File: src/sv/nlma_pkg.sv
package nlma_pkg;

  localparam int NCH            = 9;
  localparam int CH_W           = 16;
  localparam int CH_IDX_W       = 4;
  localparam int ALPHA_W        = 9;
  localparam int WINDOW_DEF     = 16;
  localparam int ALPHA_FRAC_DEF = 8;

  // quotient bits retired per divider cycle
  localparam int DIV_STEP       = 4;

  localparam int CH_MAX         = 32767;

  localparam logic [CH_IDX_W-1:0] CH_GYRO_LO = CH_IDX_W'(3);
  localparam logic [CH_IDX_W-1:0] CH_MAG_LO  = CH_IDX_W'(6);
  localparam logic [CH_IDX_W-1:0] CH_LAST    = CH_IDX_W'(NCH - 1);

  localparam int CFG_IDX_W = 2;
  localparam logic [CFG_IDX_W-1:0] CFG_ALPHA_AM   = 2'd0;
  localparam logic [CFG_IDX_W-1:0] CFG_ALPHA_GYRO = 2'd1;
  localparam logic [CFG_IDX_W-1:0] CFG_MAG_EN     = 2'd2;

  localparam logic [ALPHA_W-1:0] ALPHA_AM_RST   = 9'd166;
  localparam logic [ALPHA_W-1:0] ALPHA_GYRO_RST = 9'd128;

endpackage

File: src/sv/nlma_div.sv
module nlma_div #(
  parameter int SUM_W = 21,
  parameter int CNT_W = 5
) (
  input  logic                           clk_i,
  input  logic                           rst_ni,
  input  logic                           start_i,
  input  logic signed [SUM_W-1:0]        sum_i,
  input  logic        [CNT_W-1:0]        count_i,
  output logic                           done_o,
  output logic signed [nlma_pkg::CH_W-1:0] avg_o
);
  import nlma_pkg::*;

  localparam int NUM_W = SUM_W + 1;
  localparam int D_W   = CNT_W + 1;
  localparam int ITER  = (NUM_W + DIV_STEP - 1) / DIV_STEP;
  localparam int PAD_W = ITER * DIV_STEP;
  localparam int IT_W  = $clog2(ITER + 1);

  logic [PAD_W-1:0] num_q, num_d, quo_q, quo_d;
  logic [D_W-1:0]   rem_q, rem_d, den_q;
  logic [IT_W-1:0]  cnt_q;
  logic             busy_q, done_q, neg_q;
  logic [SUM_W-1:0] mag;
  logic [NUM_W-1:0] num_init;

  // numerator 2|sum| + n over denominator 2n rounds to nearest, ties away
  assign mag      = sum_i[SUM_W-1] ? (~sum_i + 1'b1) : sum_i;
  assign num_init = {mag, 1'b0} + NUM_W'(count_i);

  always_comb begin
    logic [D_W:0]     rs;
    logic [D_W-1:0]   r;
    logic [PAD_W-1:0] nn;
    logic [PAD_W-1:0] qq;
    r  = rem_q;
    nn = num_q;
    qq = quo_q;
    for (int k = 0; k < DIV_STEP; k++) begin
      rs = {r, nn[PAD_W-1]};
      nn = {nn[PAD_W-2:0], 1'b0};
      if (rs >= {1'b0, den_q}) begin
        rs = rs - {1'b0, den_q};
        qq = {qq[PAD_W-2:0], 1'b1};
      end else begin
        qq = {qq[PAD_W-2:0], 1'b0};
      end
      r = rs[D_W-1:0];
    end
    rem_d = r;
    num_d = nn;
    quo_d = qq;
  end

  always_ff @(posedge clk_i or negedge rst_ni) begin
    if (!rst_ni) begin
      busy_q <= 1'b0;
      done_q <= 1'b0;
      cnt_q  <= '0;
    end else begin
      if (start_i) begin
        busy_q <= 1'b1;
        done_q <= 1'b0;
        cnt_q  <= IT_W'(ITER);
      end else if (busy_q) begin
        cnt_q  <= cnt_q - 1'b1;
        done_q <= (cnt_q == IT_W'(1));
        if (cnt_q == IT_W'(1)) busy_q <= 1'b0;
      end else begin
        done_q <= 1'b0;
      end
    end
  end

  always_ff @(posedge clk_i) begin
    if (start_i) begin
      num_q <= PAD_W'(num_init);
      rem_q <= '0;
      quo_q <= '0;
      den_q <= {count_i, 1'b0};
      neg_q <= sum_i[SUM_W-1];
    end else if (busy_q) begin
      num_q <= num_d;
      rem_q <= rem_d;
      quo_q <= quo_d;
    end
  end

  always_comb begin
    if (neg_q) begin
      if (quo_q > PAD_W'(CH_MAX + 1)) avg_o = {1'b1, {(CH_W-1){1'b0}}};
      else                           avg_o = -quo_q[CH_W-1:0];
    end else begin
      if (quo_q > PAD_W'(CH_MAX)) avg_o = {1'b0, {(CH_W-1){1'b1}}};
      else                       avg_o = quo_q[CH_W-1:0];
    end
  end

  assign done_o = done_q;

endmodule

File: src/sv/nine_axis_lowpass_moving_average.sv
// Nine-channel smoother: per-channel first-order low-pass, then a moving
// average over the last WINDOW filtered samples.
// Input stream (s_axis_*): one beat carries one sample of nine signed 16-bit
// channels. Output stream (m_axis_*): one beat per input beat with the nine
// rounded averages. Config channel (cfg_*): index 0 alpha_accel_mag,
// 1 alpha_gyro, 2 mag_enable; always ready, write only while idle.
// One sample at a time: each channel in turn is read, multiplied twice
// on one shared multiplier, rounded, accumulated and then averaged by
// the divider with ITER = ceil((SUM_W+1)/DIV_STEP) steps; a frozen mag
// channel skips the second multiply, the rounding and the accumulate.
// The channel loop over the state memory and the divider sets the
// sample rate, with mag on or off.
// Reset clears the filter state through valid bits, the ring position and
// the fill counts; the ring memory itself is not cleared.
// A stalled receiver holds the finished beat in the output register; the
// next sample is still accepted and runs until its result needs that
// register.
module nine_axis_lowpass_moving_average #(
  parameter int WINDOW          = nlma_pkg::WINDOW_DEF,
  parameter int ALPHA_FRAC_BITS = nlma_pkg::ALPHA_FRAC_DEF
) (
  input  logic                                       clk_i,
  input  logic                                       rst_ni,
  // accel_x, accel_y, accel_z, gyro_x, gyro_y, gyro_z, mag_x, mag_y, mag_z
  input  logic [nlma_pkg::NCH*nlma_pkg::CH_W-1:0]    s_axis_tdata,
  input  logic                                       s_axis_tvalid,
  output logic                                       s_axis_tready,
  // avg_accel_x, avg_accel_y, avg_accel_z, avg_gyro_x, avg_gyro_y,
  // avg_gyro_z, avg_mag_x, avg_mag_y, avg_mag_z
  output logic [nlma_pkg::NCH*nlma_pkg::CH_W-1:0]    m_axis_tdata,
  output logic                                       m_axis_tvalid,
  input  logic                                       m_axis_tready,
  input  logic                                       cfg_valid_i,
  output logic                                       cfg_ready_o,
  input  logic [nlma_pkg::CFG_IDX_W-1:0]             cfg_index_i,
  input  logic [nlma_pkg::ALPHA_W-1:0]               cfg_data_i
);
  import nlma_pkg::*;

  localparam int F     = ALPHA_FRAC_BITS;
  localparam int S_W   = CH_W + F;
  localparam int AW    = (F + 1 > ALPHA_W) ? F + 1 : ALPHA_W;
  localparam int P_W   = AW + 1 + S_W;
  localparam int SUM_W = CH_W + $clog2(WINDOW) + 1;
  localparam int CNT_W = $clog2(WINDOW + 1);
  localparam int SL_W  = $clog2(WINDOW);
  localparam int WA_W  = $clog2(NCH * WINDOW);
  localparam int WDEP  = NCH * WINDOW;

  localparam logic [AW-1:0]         ONE_A  = AW'(1) << F;
  localparam logic signed [P_W:0]   HALF_P = (P_W + 1)'(1) << (F - 1);
  localparam logic signed [S_W:0]   HALF_S = (S_W + 1)'(1) << (F - 1);
  localparam logic [CNT_W-1:0]      WIN_C  = CNT_W'(WINDOW);
  localparam logic [SL_W-1:0]       SL_END = SL_W'(WINDOW - 1);
  localparam logic [WA_W-1:0]       WIN_A  = WA_W'(WINDOW);

  typedef enum logic [8:0] {
    S_IDLE = 9'b000000001,
    S_RD   = 9'b000000010,
    S_MUL1 = 9'b000000100,
    S_MUL2 = 9'b000001000,
    S_ACC  = 9'b000010000,
    S_VAL  = 9'b000100000,
    S_PUSH = 9'b001000000,
    S_DIV  = 9'b010000000,
    S_OUT  = 9'b100000000
  } state_e;

  state_e state_q, state_d;

  // configuration
  logic [ALPHA_W-1:0] alpha_am_q, alpha_gyro_q;
  logic               mag_en_q;

  // control
  logic [CH_IDX_W-1:0] ch_q;
  logic [WA_W-1:0]     base_q;
  logic [SL_W-1:0]     slot_q;
  logic [CNT_W-1:0]    filled_q, mag_filled_q;
  logic [CNT_W-1:0]    n_main_q, n_mag_q;
  logic                full_q, mag_full_q;
  logic [NCH-1:0]      st_vld_q;
  logic                m_valid_q;

  // payload
  logic signed [CH_W-1:0]  in_q  [NCH];
  logic signed [CH_W-1:0]  res_q [NCH];
  logic [NCH*CH_W-1:0]     m_data_q;
  logic signed [P_W-1:0]   p1_q, p2_q;
  logic signed [S_W-1:0]   s_new_q;
  logic signed [CH_W-1:0]  v_q, old_q;
  logic signed [SUM_W-1:0] sum_q;

  // memories
  logic [S_W+SUM_W-1:0] st_mem [NCH];
  logic [S_W+SUM_W-1:0] st_rd_q;
  logic [CH_W-1:0]      win_mem [WDEP];
  logic [CH_W-1:0]      win_rd_q;

  logic                    in_acc, load_out, is_mag, frozen, ch_full, st_we;
  logic [WA_W-1:0]         win_addr;
  logic [ALPHA_W-1:0]      a_sel;
  logic [AW-1:0]           a_ext, a_sat;
  logic signed [P_W-1:0]   mul_a, mul_b, mul_p;
  logic signed [S_W-1:0]   s_old;
  logic signed [P_W:0]     acc;
  logic signed [S_W:0]     t_val, t_neg;
  logic signed [CH_W:0]    v_wide;
  logic signed [SUM_W:0]   sum_wide;
  logic signed [SUM_W-1:0] sum_new, div_sum;
  logic [CNT_W-1:0]        div_cnt, n_main_d, n_mag_d;
  logic                    div_done;
  logic signed [CH_W-1:0]  div_avg;

  assign in_acc        = s_axis_tvalid && s_axis_tready;
  assign s_axis_tready = (state_q == S_IDLE);
  assign load_out      = (state_q == S_OUT) && (!m_valid_q || m_axis_tready);
  assign cfg_ready_o   = 1'b1;

  assign is_mag   = (ch_q >= CH_MAG_LO);
  assign frozen   = is_mag && !mag_en_q;
  assign ch_full  = is_mag ? mag_full_q : full_q;
  assign win_addr = base_q + WA_W'(slot_q);
  assign st_we    = (state_q == S_PUSH) && !frozen;

  // ---------------------------------------------------------------------
  // configuration
  always_ff @(posedge clk_i or negedge rst_ni) begin
    if (!rst_ni) begin
      alpha_am_q   <= ALPHA_AM_RST;
      alpha_gyro_q <= ALPHA_GYRO_RST;
      mag_en_q     <= 1'b0;
    end else if (cfg_valid_i && cfg_ready_o) begin
      unique case (cfg_index_i)
        CFG_ALPHA_AM:   alpha_am_q   <= cfg_data_i;
        CFG_ALPHA_GYRO: alpha_gyro_q <= cfg_data_i;
        CFG_MAG_EN:     mag_en_q     <= cfg_data_i[0];
        default: ;
      endcase
    end
  end

  // ---------------------------------------------------------------------
  // sequencer
  always_comb begin
    state_d = state_q;
    unique case (state_q)
      S_IDLE: if (in_acc) state_d = S_RD;
      S_RD:   state_d = S_MUL1;
      S_MUL1: state_d = frozen ? S_PUSH : S_MUL2;
      S_MUL2: state_d = S_ACC;
      S_ACC:  state_d = S_VAL;
      S_VAL:  state_d = S_PUSH;
      S_PUSH: state_d = S_DIV;
      S_DIV: begin
        if (div_done) state_d = (ch_q == CH_LAST) ? S_OUT : S_RD;
      end
      S_OUT:  if (load_out) state_d = S_IDLE;
      default: state_d = S_IDLE;
    endcase
  end

  // averages use the counts as they stand after this sample
  always_comb begin
    n_main_d = (filled_q >= WIN_C) ? WIN_C : filled_q + 1'b1;
    if (mag_en_q)              n_mag_d = (mag_filled_q >= WIN_C) ? WIN_C : mag_filled_q + 1'b1;
    else if (mag_filled_q == '0) n_mag_d = CNT_W'(1);
    else                       n_mag_d = mag_filled_q;
  end

  always_ff @(posedge clk_i or negedge rst_ni) begin
    if (!rst_ni) begin
      state_q      <= S_IDLE;
      ch_q         <= '0;
      base_q       <= '0;
      slot_q       <= '0;
      filled_q     <= '0;
      mag_filled_q <= '0;
      n_main_q     <= '0;
      n_mag_q      <= '0;
      full_q       <= 1'b0;
      mag_full_q   <= 1'b0;
      st_vld_q     <= '0;
    end else begin
      state_q <= state_d;
      if (in_acc) begin
        ch_q       <= '0;
        base_q     <= '0;
        full_q     <= (filled_q >= WIN_C);
        mag_full_q <= (mag_filled_q >= WIN_C);
        n_main_q   <= n_main_d;
        n_mag_q    <= n_mag_d;
      end
      if (st_we) st_vld_q[ch_q] <= 1'b1;
      if ((state_q == S_DIV) && div_done && (ch_q != CH_LAST)) begin
        ch_q   <= ch_q + 1'b1;
        base_q <= base_q + WIN_A;
      end
      if (load_out) begin
        slot_q <= (slot_q == SL_END) ? '0 : slot_q + 1'b1;
        if (!full_q) filled_q <= filled_q + 1'b1;
        if (mag_en_q && !mag_full_q) mag_filled_q <= mag_filled_q + 1'b1;
      end
    end
  end

  // ---------------------------------------------------------------------
  // state memories; each channel is written back before the next channel
  // is read, so no two accesses to one entry overlap
  always_ff @(posedge clk_i) begin
    if (st_we) st_mem[ch_q] <= {s_new_q, sum_new};
    if (state_q == S_RD) st_rd_q <= st_mem[ch_q];
  end

  always_ff @(posedge clk_i) begin
    if (st_we) win_mem[win_addr] <= v_q;
    if (state_q == S_RD) win_rd_q <= win_mem[win_addr];
  end

  // ---------------------------------------------------------------------
  // datapath
  always_comb begin
    a_sel = ((ch_q < CH_GYRO_LO) || is_mag) ? alpha_am_q : alpha_gyro_q;
    a_ext = AW'(a_sel);
    // saturate the weight to one
    a_sat = (a_ext > ONE_A) ? ONE_A : a_ext;
    s_old = st_vld_q[ch_q] ? signed'(st_rd_q[S_W+SUM_W-1:SUM_W]) : '0;
    // one multiplier: a*s first, then (ONE-a)*x
    if (state_q == S_MUL1) begin
      mul_a = P_W'(signed'({1'b0, a_sat}));
      mul_b = P_W'(s_old);
    end else begin
      mul_a = P_W'(signed'({1'b0, ONE_A - a_sat}));
      mul_b = P_W'(in_q[ch_q]);
    end
    mul_p = mul_a * mul_b;
  end

  assign acc = (P_W + 1)'(p1_q) + ((P_W + 1)'(p2_q) <<< F) + HALF_P;

  // add one half, truncate toward zero, clamp to 16 bits
  always_comb begin
    t_val = (S_W + 1)'(s_new_q) + HALF_S;
    t_neg = -t_val;
    if (!t_val[S_W]) v_wide = (CH_W + 1)'(t_val >>> F);
    else             v_wide = -((CH_W + 1)'(t_neg >>> F));
  end

  assign sum_wide = (SUM_W + 1)'(sum_q)
                  - (ch_full ? (SUM_W + 1)'(old_q) : '0)
                  + (SUM_W + 1)'(v_q);
  assign sum_new  = sum_wide[SUM_W-1:0];
  assign div_sum  = frozen ? sum_q : sum_new;
  assign div_cnt  = is_mag ? n_mag_q : n_main_q;

  always_ff @(posedge clk_i) begin
    if (in_acc) begin
      for (int i = 0; i < NCH; i++) in_q[i] <= s_axis_tdata[i*CH_W +: CH_W];
    end
    if (state_q == S_MUL1) begin
      p1_q  <= mul_p;
      sum_q <= st_vld_q[ch_q] ? signed'(st_rd_q[SUM_W-1:0]) : '0;
      old_q <= signed'(win_rd_q);
    end
    if (state_q == S_MUL2) p2_q <= mul_p;
    if (state_q == S_ACC)  s_new_q <= S_W'(acc >>> F);
    if (state_q == S_VAL) begin
      if (v_wide > (CH_W + 1)'(CH_MAX))            v_q <= {1'b0, {(CH_W-1){1'b1}}};
      else if (v_wide < -((CH_W + 1)'(CH_MAX) + 1)) v_q <= {1'b1, {(CH_W-1){1'b0}}};
      else                                         v_q <= v_wide[CH_W-1:0];
    end
    if ((state_q == S_DIV) && div_done) res_q[ch_q] <= div_avg;
  end

  nlma_div #(
    .SUM_W (SUM_W),
    .CNT_W (CNT_W)
  ) u_div (
    .clk_i   (clk_i),
    .rst_ni  (rst_ni),
    .start_i (state_q == S_PUSH),
    .sum_i   (div_sum),
    .count_i (div_cnt),
    .done_o  (div_done),
    .avg_o   (div_avg)
  );

  // ---------------------------------------------------------------------
  // output register
  always_ff @(posedge clk_i or negedge rst_ni) begin
    if (!rst_ni) begin
      m_valid_q <= 1'b0;
    end else if (load_out) begin
      m_valid_q <= 1'b1;
    end else if (m_axis_tready) begin
      m_valid_q <= 1'b0;
    end
  end

  always_ff @(posedge clk_i) begin
    if (load_out) begin
      for (int i = 0; i < NCH; i++) m_data_q[i*CH_W +: CH_W] <= res_q[i];
    end
  end

  assign m_axis_tvalid = m_valid_q;
  assign m_axis_tdata  = m_data_q;

endmodule

File: config.mk
export PLATFORM = sky130hd
export DESIGN_NAME = nine_axis_lowpass_moving_average
export DESIGN_NICKNAME = d
export VERILOG_FILES = /design/src/sv/nlma_pkg.sv /design/src/sv/nlma_div.sv /design/src/sv/nine_axis_lowpass_moving_average.sv
export SDC_FILE = /design/constraint.sdc
export NUM_CORES = 2
export LEC_CHECK = 0
export ABC_AREA = 1
export BUFFER_PORTS_ARGS = -buffer_cell sky130_fd_sc_hd__buf_2
export CORE_MARGIN = 3
export CORE_UTILIZATION = 60
export DETAILED_ROUTE_END_ITERATION = 16
export PLACE_DENSITY_LB_ADDON = 0.1
export SYNTH_ARGS = -nofsm -noshare
export SYNTH_HDL_FRONTEND = slang
export SYNTH_HIERARCHICAL = 1
export SYNTH_SLANG_ARGS = --single-unit
File: constraint.sdc
create_clock -name clk_i -period 15.56 [get_ports clk_i]
set_input_delay 2.334 -clock clk_i [delete_from_list [all_inputs] [get_ports clk_i]]
set_output_delay 2.334 -clock clk_i [all_outputs]
set_load 0.005 [all_outputs]
==> results.sh <==
export IMPL_ys_async_sr_fraction_pct=2.22
export IMPL_startpoint_type="register"
export IMPL_rsz0062_at_grt="no"
export IMPL_finalCritPeriodShare_pct=70.2
export IMPL_synth_edff_count=3356
export IMPL_syn_nets=12000
export IMPL_ant_nets=0
export IMPL_ys_top_cells_by_count="edfxtp_1 (3356), nor2_1 (1832), o21ai_0 (1533)"
export IMPL_outcome="finished clean"
export IMPL_ys_top_cells_by_area="edfxtp_1 (69%), o21ai_0 (5.3%), nor2_1 (4.7%), nand2_1 (3.3%), o22ai_1 (3.1%)"
export IMPL_critPathRequiredTime_ns=16.36
export IMPL_fp_row_count=179
export IMPL_drive_above_1_share_pct=10.2
export IMPL_crit_fanout=77
export IMPL_synth_largest_area_cell="edfxtp_1"
export IMPL_max_slew_margin_pct=8.07
export IMPL_avgRoutedWirePerCell_um=26.1
export IMPL_antenna_found_initial=10
export IMPL_syn_area_um2=145000
export IMPL_vias=95600
export IMPL_gr_total_overflow=0
export IMPL_critical_path_class="register to register"
export IMPL_grt_pass1_wl_mm=590
export IMPL_crit_arrival_ns=11.72
export IMPL_synthFlopType="edfxtp_1"
export IMPL_period_needed_ns=10.92
export IMPL_timing_critical_path_mode_cell="nand2_1"
export IMPL_tightest_slew_ns=1.36
export IMPL_hold_buffers=0
export IMPL_place_area_um2=151000
export IMPL_viasPerCell=6.27
export IMPL_slowest_delay_ns=0.93
export IMPL_dr_pass1_iters=7
export IMPL_wirelength_mm=399
export IMPL_grt_pass1_vias=91200
export IMPL_post_cts_resized=0
export IMPL_wl_met1_mm=156
export IMPL_fp_dieH_um=498
export IMPL_power_leakage_nw=56.7
export IMPL_endpoint_kind="register"
export IMPL_cpMaxStageDelayCell="dfrtp_4"
export IMPL_drtIter0Drc=13200
export IMPL_io_pins=307
export IMPL_clock_skew_ns=0.0931
export IMPL_fin_area_um2=162000
export IMPL_nets=12300
export IMPL_hp_class="register to register"
export IMPL_core_um2=239000
export IMPL_cts_root_buffer="clkbuf_16"
export IMPL_cts_made_buffers=358
export IMPL_synth_top_area_share_pct=69.5
export IMPL_die_area_um2=248000
export IMPL_die_x_um=498
export IMPL_yosysSeqAreaShare_pct=71.3
export IMPL_synth_cell_type_count=71
export IMPL_hold_viol=0
export IMPL_max_freq_mhz=91.6
export IMPL_wl_met2_mm=185
export IMPL_numPortBuffers=305
export IMPL_met3_length_mm=39.7
export IMPL_vdd_drop_max_uv=700
export IMPL_grt_usage_pct=31.6
export IMPL_initial_core_util_pct=60.6
export IMPL_highest_layer="met5"
export IMPL_finalSetupViolCount=0
export IMPL_ys_ff_latch=3465
export IMPL_clkTransAtPathRegs_ns=0.06
export IMPL_power_density_nw_per_um2=204
export IMPL_clk_latency_ns=0.97
export IMPL_tns_ns=0
export IMPL_post_cts_buffers=0
export IMPL_cts_sinks=3465
export IMPL_fillers=17000
export IMPL_synth_most_common_cell="edfxtp_1"
export IMPL_cts_tree="done"
export IMPL_finalMaxSlewViolations=0
export IMPL_drc=0
export IMPL_reg2reg_setup_slack_ns=4.64
export IMPL_maxCapViolCount=0
export IMPL_grt_max_degree=192
export IMPL_dp_hpwl_mm=238
export IMPL_htree_levels=5
export IMPL_yosys_warnings=6
export IMPL_place_gp_congestion=0.913
export IMPL_syn_inst=11500
export IMPL_syn2layout_area_growth_pct=11.5
export IMPL_avgSynthCellArea_um2=12.7
export IMPL_cts_max_path_buffers=4
## power by group
part	switching, mW	internal (mW)
Combinational	8.67	4.68
Clock	3.46	4.61
Sequential	0.114	11.5
## per-layer routing
metal / track usage [%] / vias up
met5: 0 / -
met4: 12.5 / 10
met3: 5.58 / 835
met2: 49.3 / 5210
met1: 44.9 / 47500
li1: - / 42100
## final timing paths
| kind | start | to | cells after the start |
|---|---|---|---|
| setup / recovery | ch_q[0] | p1_q[23] | 34 |
| hold / removal | res_q[7][10] | m_axis_tdata[122] | 0 |
| setup reg to reg | ch_q[0] | p1_q[23] | 34 |
| hold reg to reg | res_q[7][10] | m_axis_tdata[122] | 0 |
| max in group asynchronous | rst_ni | ch_q[0] | 2 |
| min in group asynchronous | rst_ni | u_div/done_o | 1 |
## cells by family after synthesis
logic type / count (synthesis) / share of synthesized area, %
DFF: 3465 / 71.3
and+or+nand+nor: 3465 / 9.55
AOI/OAI and AO/OA: 2756 / 10.8
buffers and inverters: 1275 / 3.34
adders and majority gates: 358 / 4.11
xor gates and xnor gates: 138 / 0.878
other: 1 / 0.00259
muxes: 1 / 0.00690
## flip-flops by register name (all words and copies together) (netlist names), 25 cells and up
| register | count |
|---|---|
| st_mem | 405 |
| in_q | 144 |
| res_q | 144 |
| win_mem | 2304 |
| m_axis_tdata | 144 |
| st_rd_q | 45 |
| p1_q | 25 |
## area by class of cell
type,count,area [um2],area share [%]
flip-flops and latches,3465,103000,63.9
multi-input cells,6719,37000,22.9
clock buffers,448,9450,5.85
well taps,3167,3960,2.45
repair buffers,602,3900,2.41
inverters,653,2480,1.54
clock inverters,185,1480,0.916
diodes,11,27.5,0.0170
## worst max-delay path: cells and delay by family, from the launching register on
family,cells,cell delay (ns)
simple gates,13,2.33
compound gates,4,1.75
xor+xnor,1,0.18
fa+ha+maj,8,3.65
buf+inv,8,1.82
flops,1,0.93
## cell usage in the layout (no fill, tap or decap), drive strengths merged, types with 10 or more instances in the layout
cell	synthesis	layout
o21ai	1558	1558
clkbuf	568	448
buf	54	602
nor2	1850	1850
a221oi	62	62
clkinv	5	154
a22oi	17	17
nand4	87	87
o31ai	20	20
o211ai	10	10
dfrtp	71	71
nand3	185	185
o22ai	708	708
bufinv	0	19
a21oi	199	199
o21a	18	18
or2	14	14
ha	161	161
diode	0	11
edfxtp	3356	3356
inv	648	655
a41oi	35	35
dfxtp	32	32
xnor2	35	35
nand2	1275	1275
nor3	27	27
clkinvlp	0	10
fa	197	197
a22o	60	60
nor4	17	17
o221ai	24	24
xor2	103	103
## per-stage QoR
stage	hold slack (ns)	total power, mW	setup WS (ns)	util, %	std cells
CTS	0.406	33.2	4.69	67.6	15200
global placement	0.401	24.9	4.86	63.0	14600
finish	0.409	33.0	4.64	67.6	15300
floorplan	0.400	21.6	5.59	-	11500
detailed placement	0.405	25.2	4.68	63.0	14600
global route	0.414	35.3	3.89	67.6	15200
No activity file was read; power rests on OpenSTA's default activity.
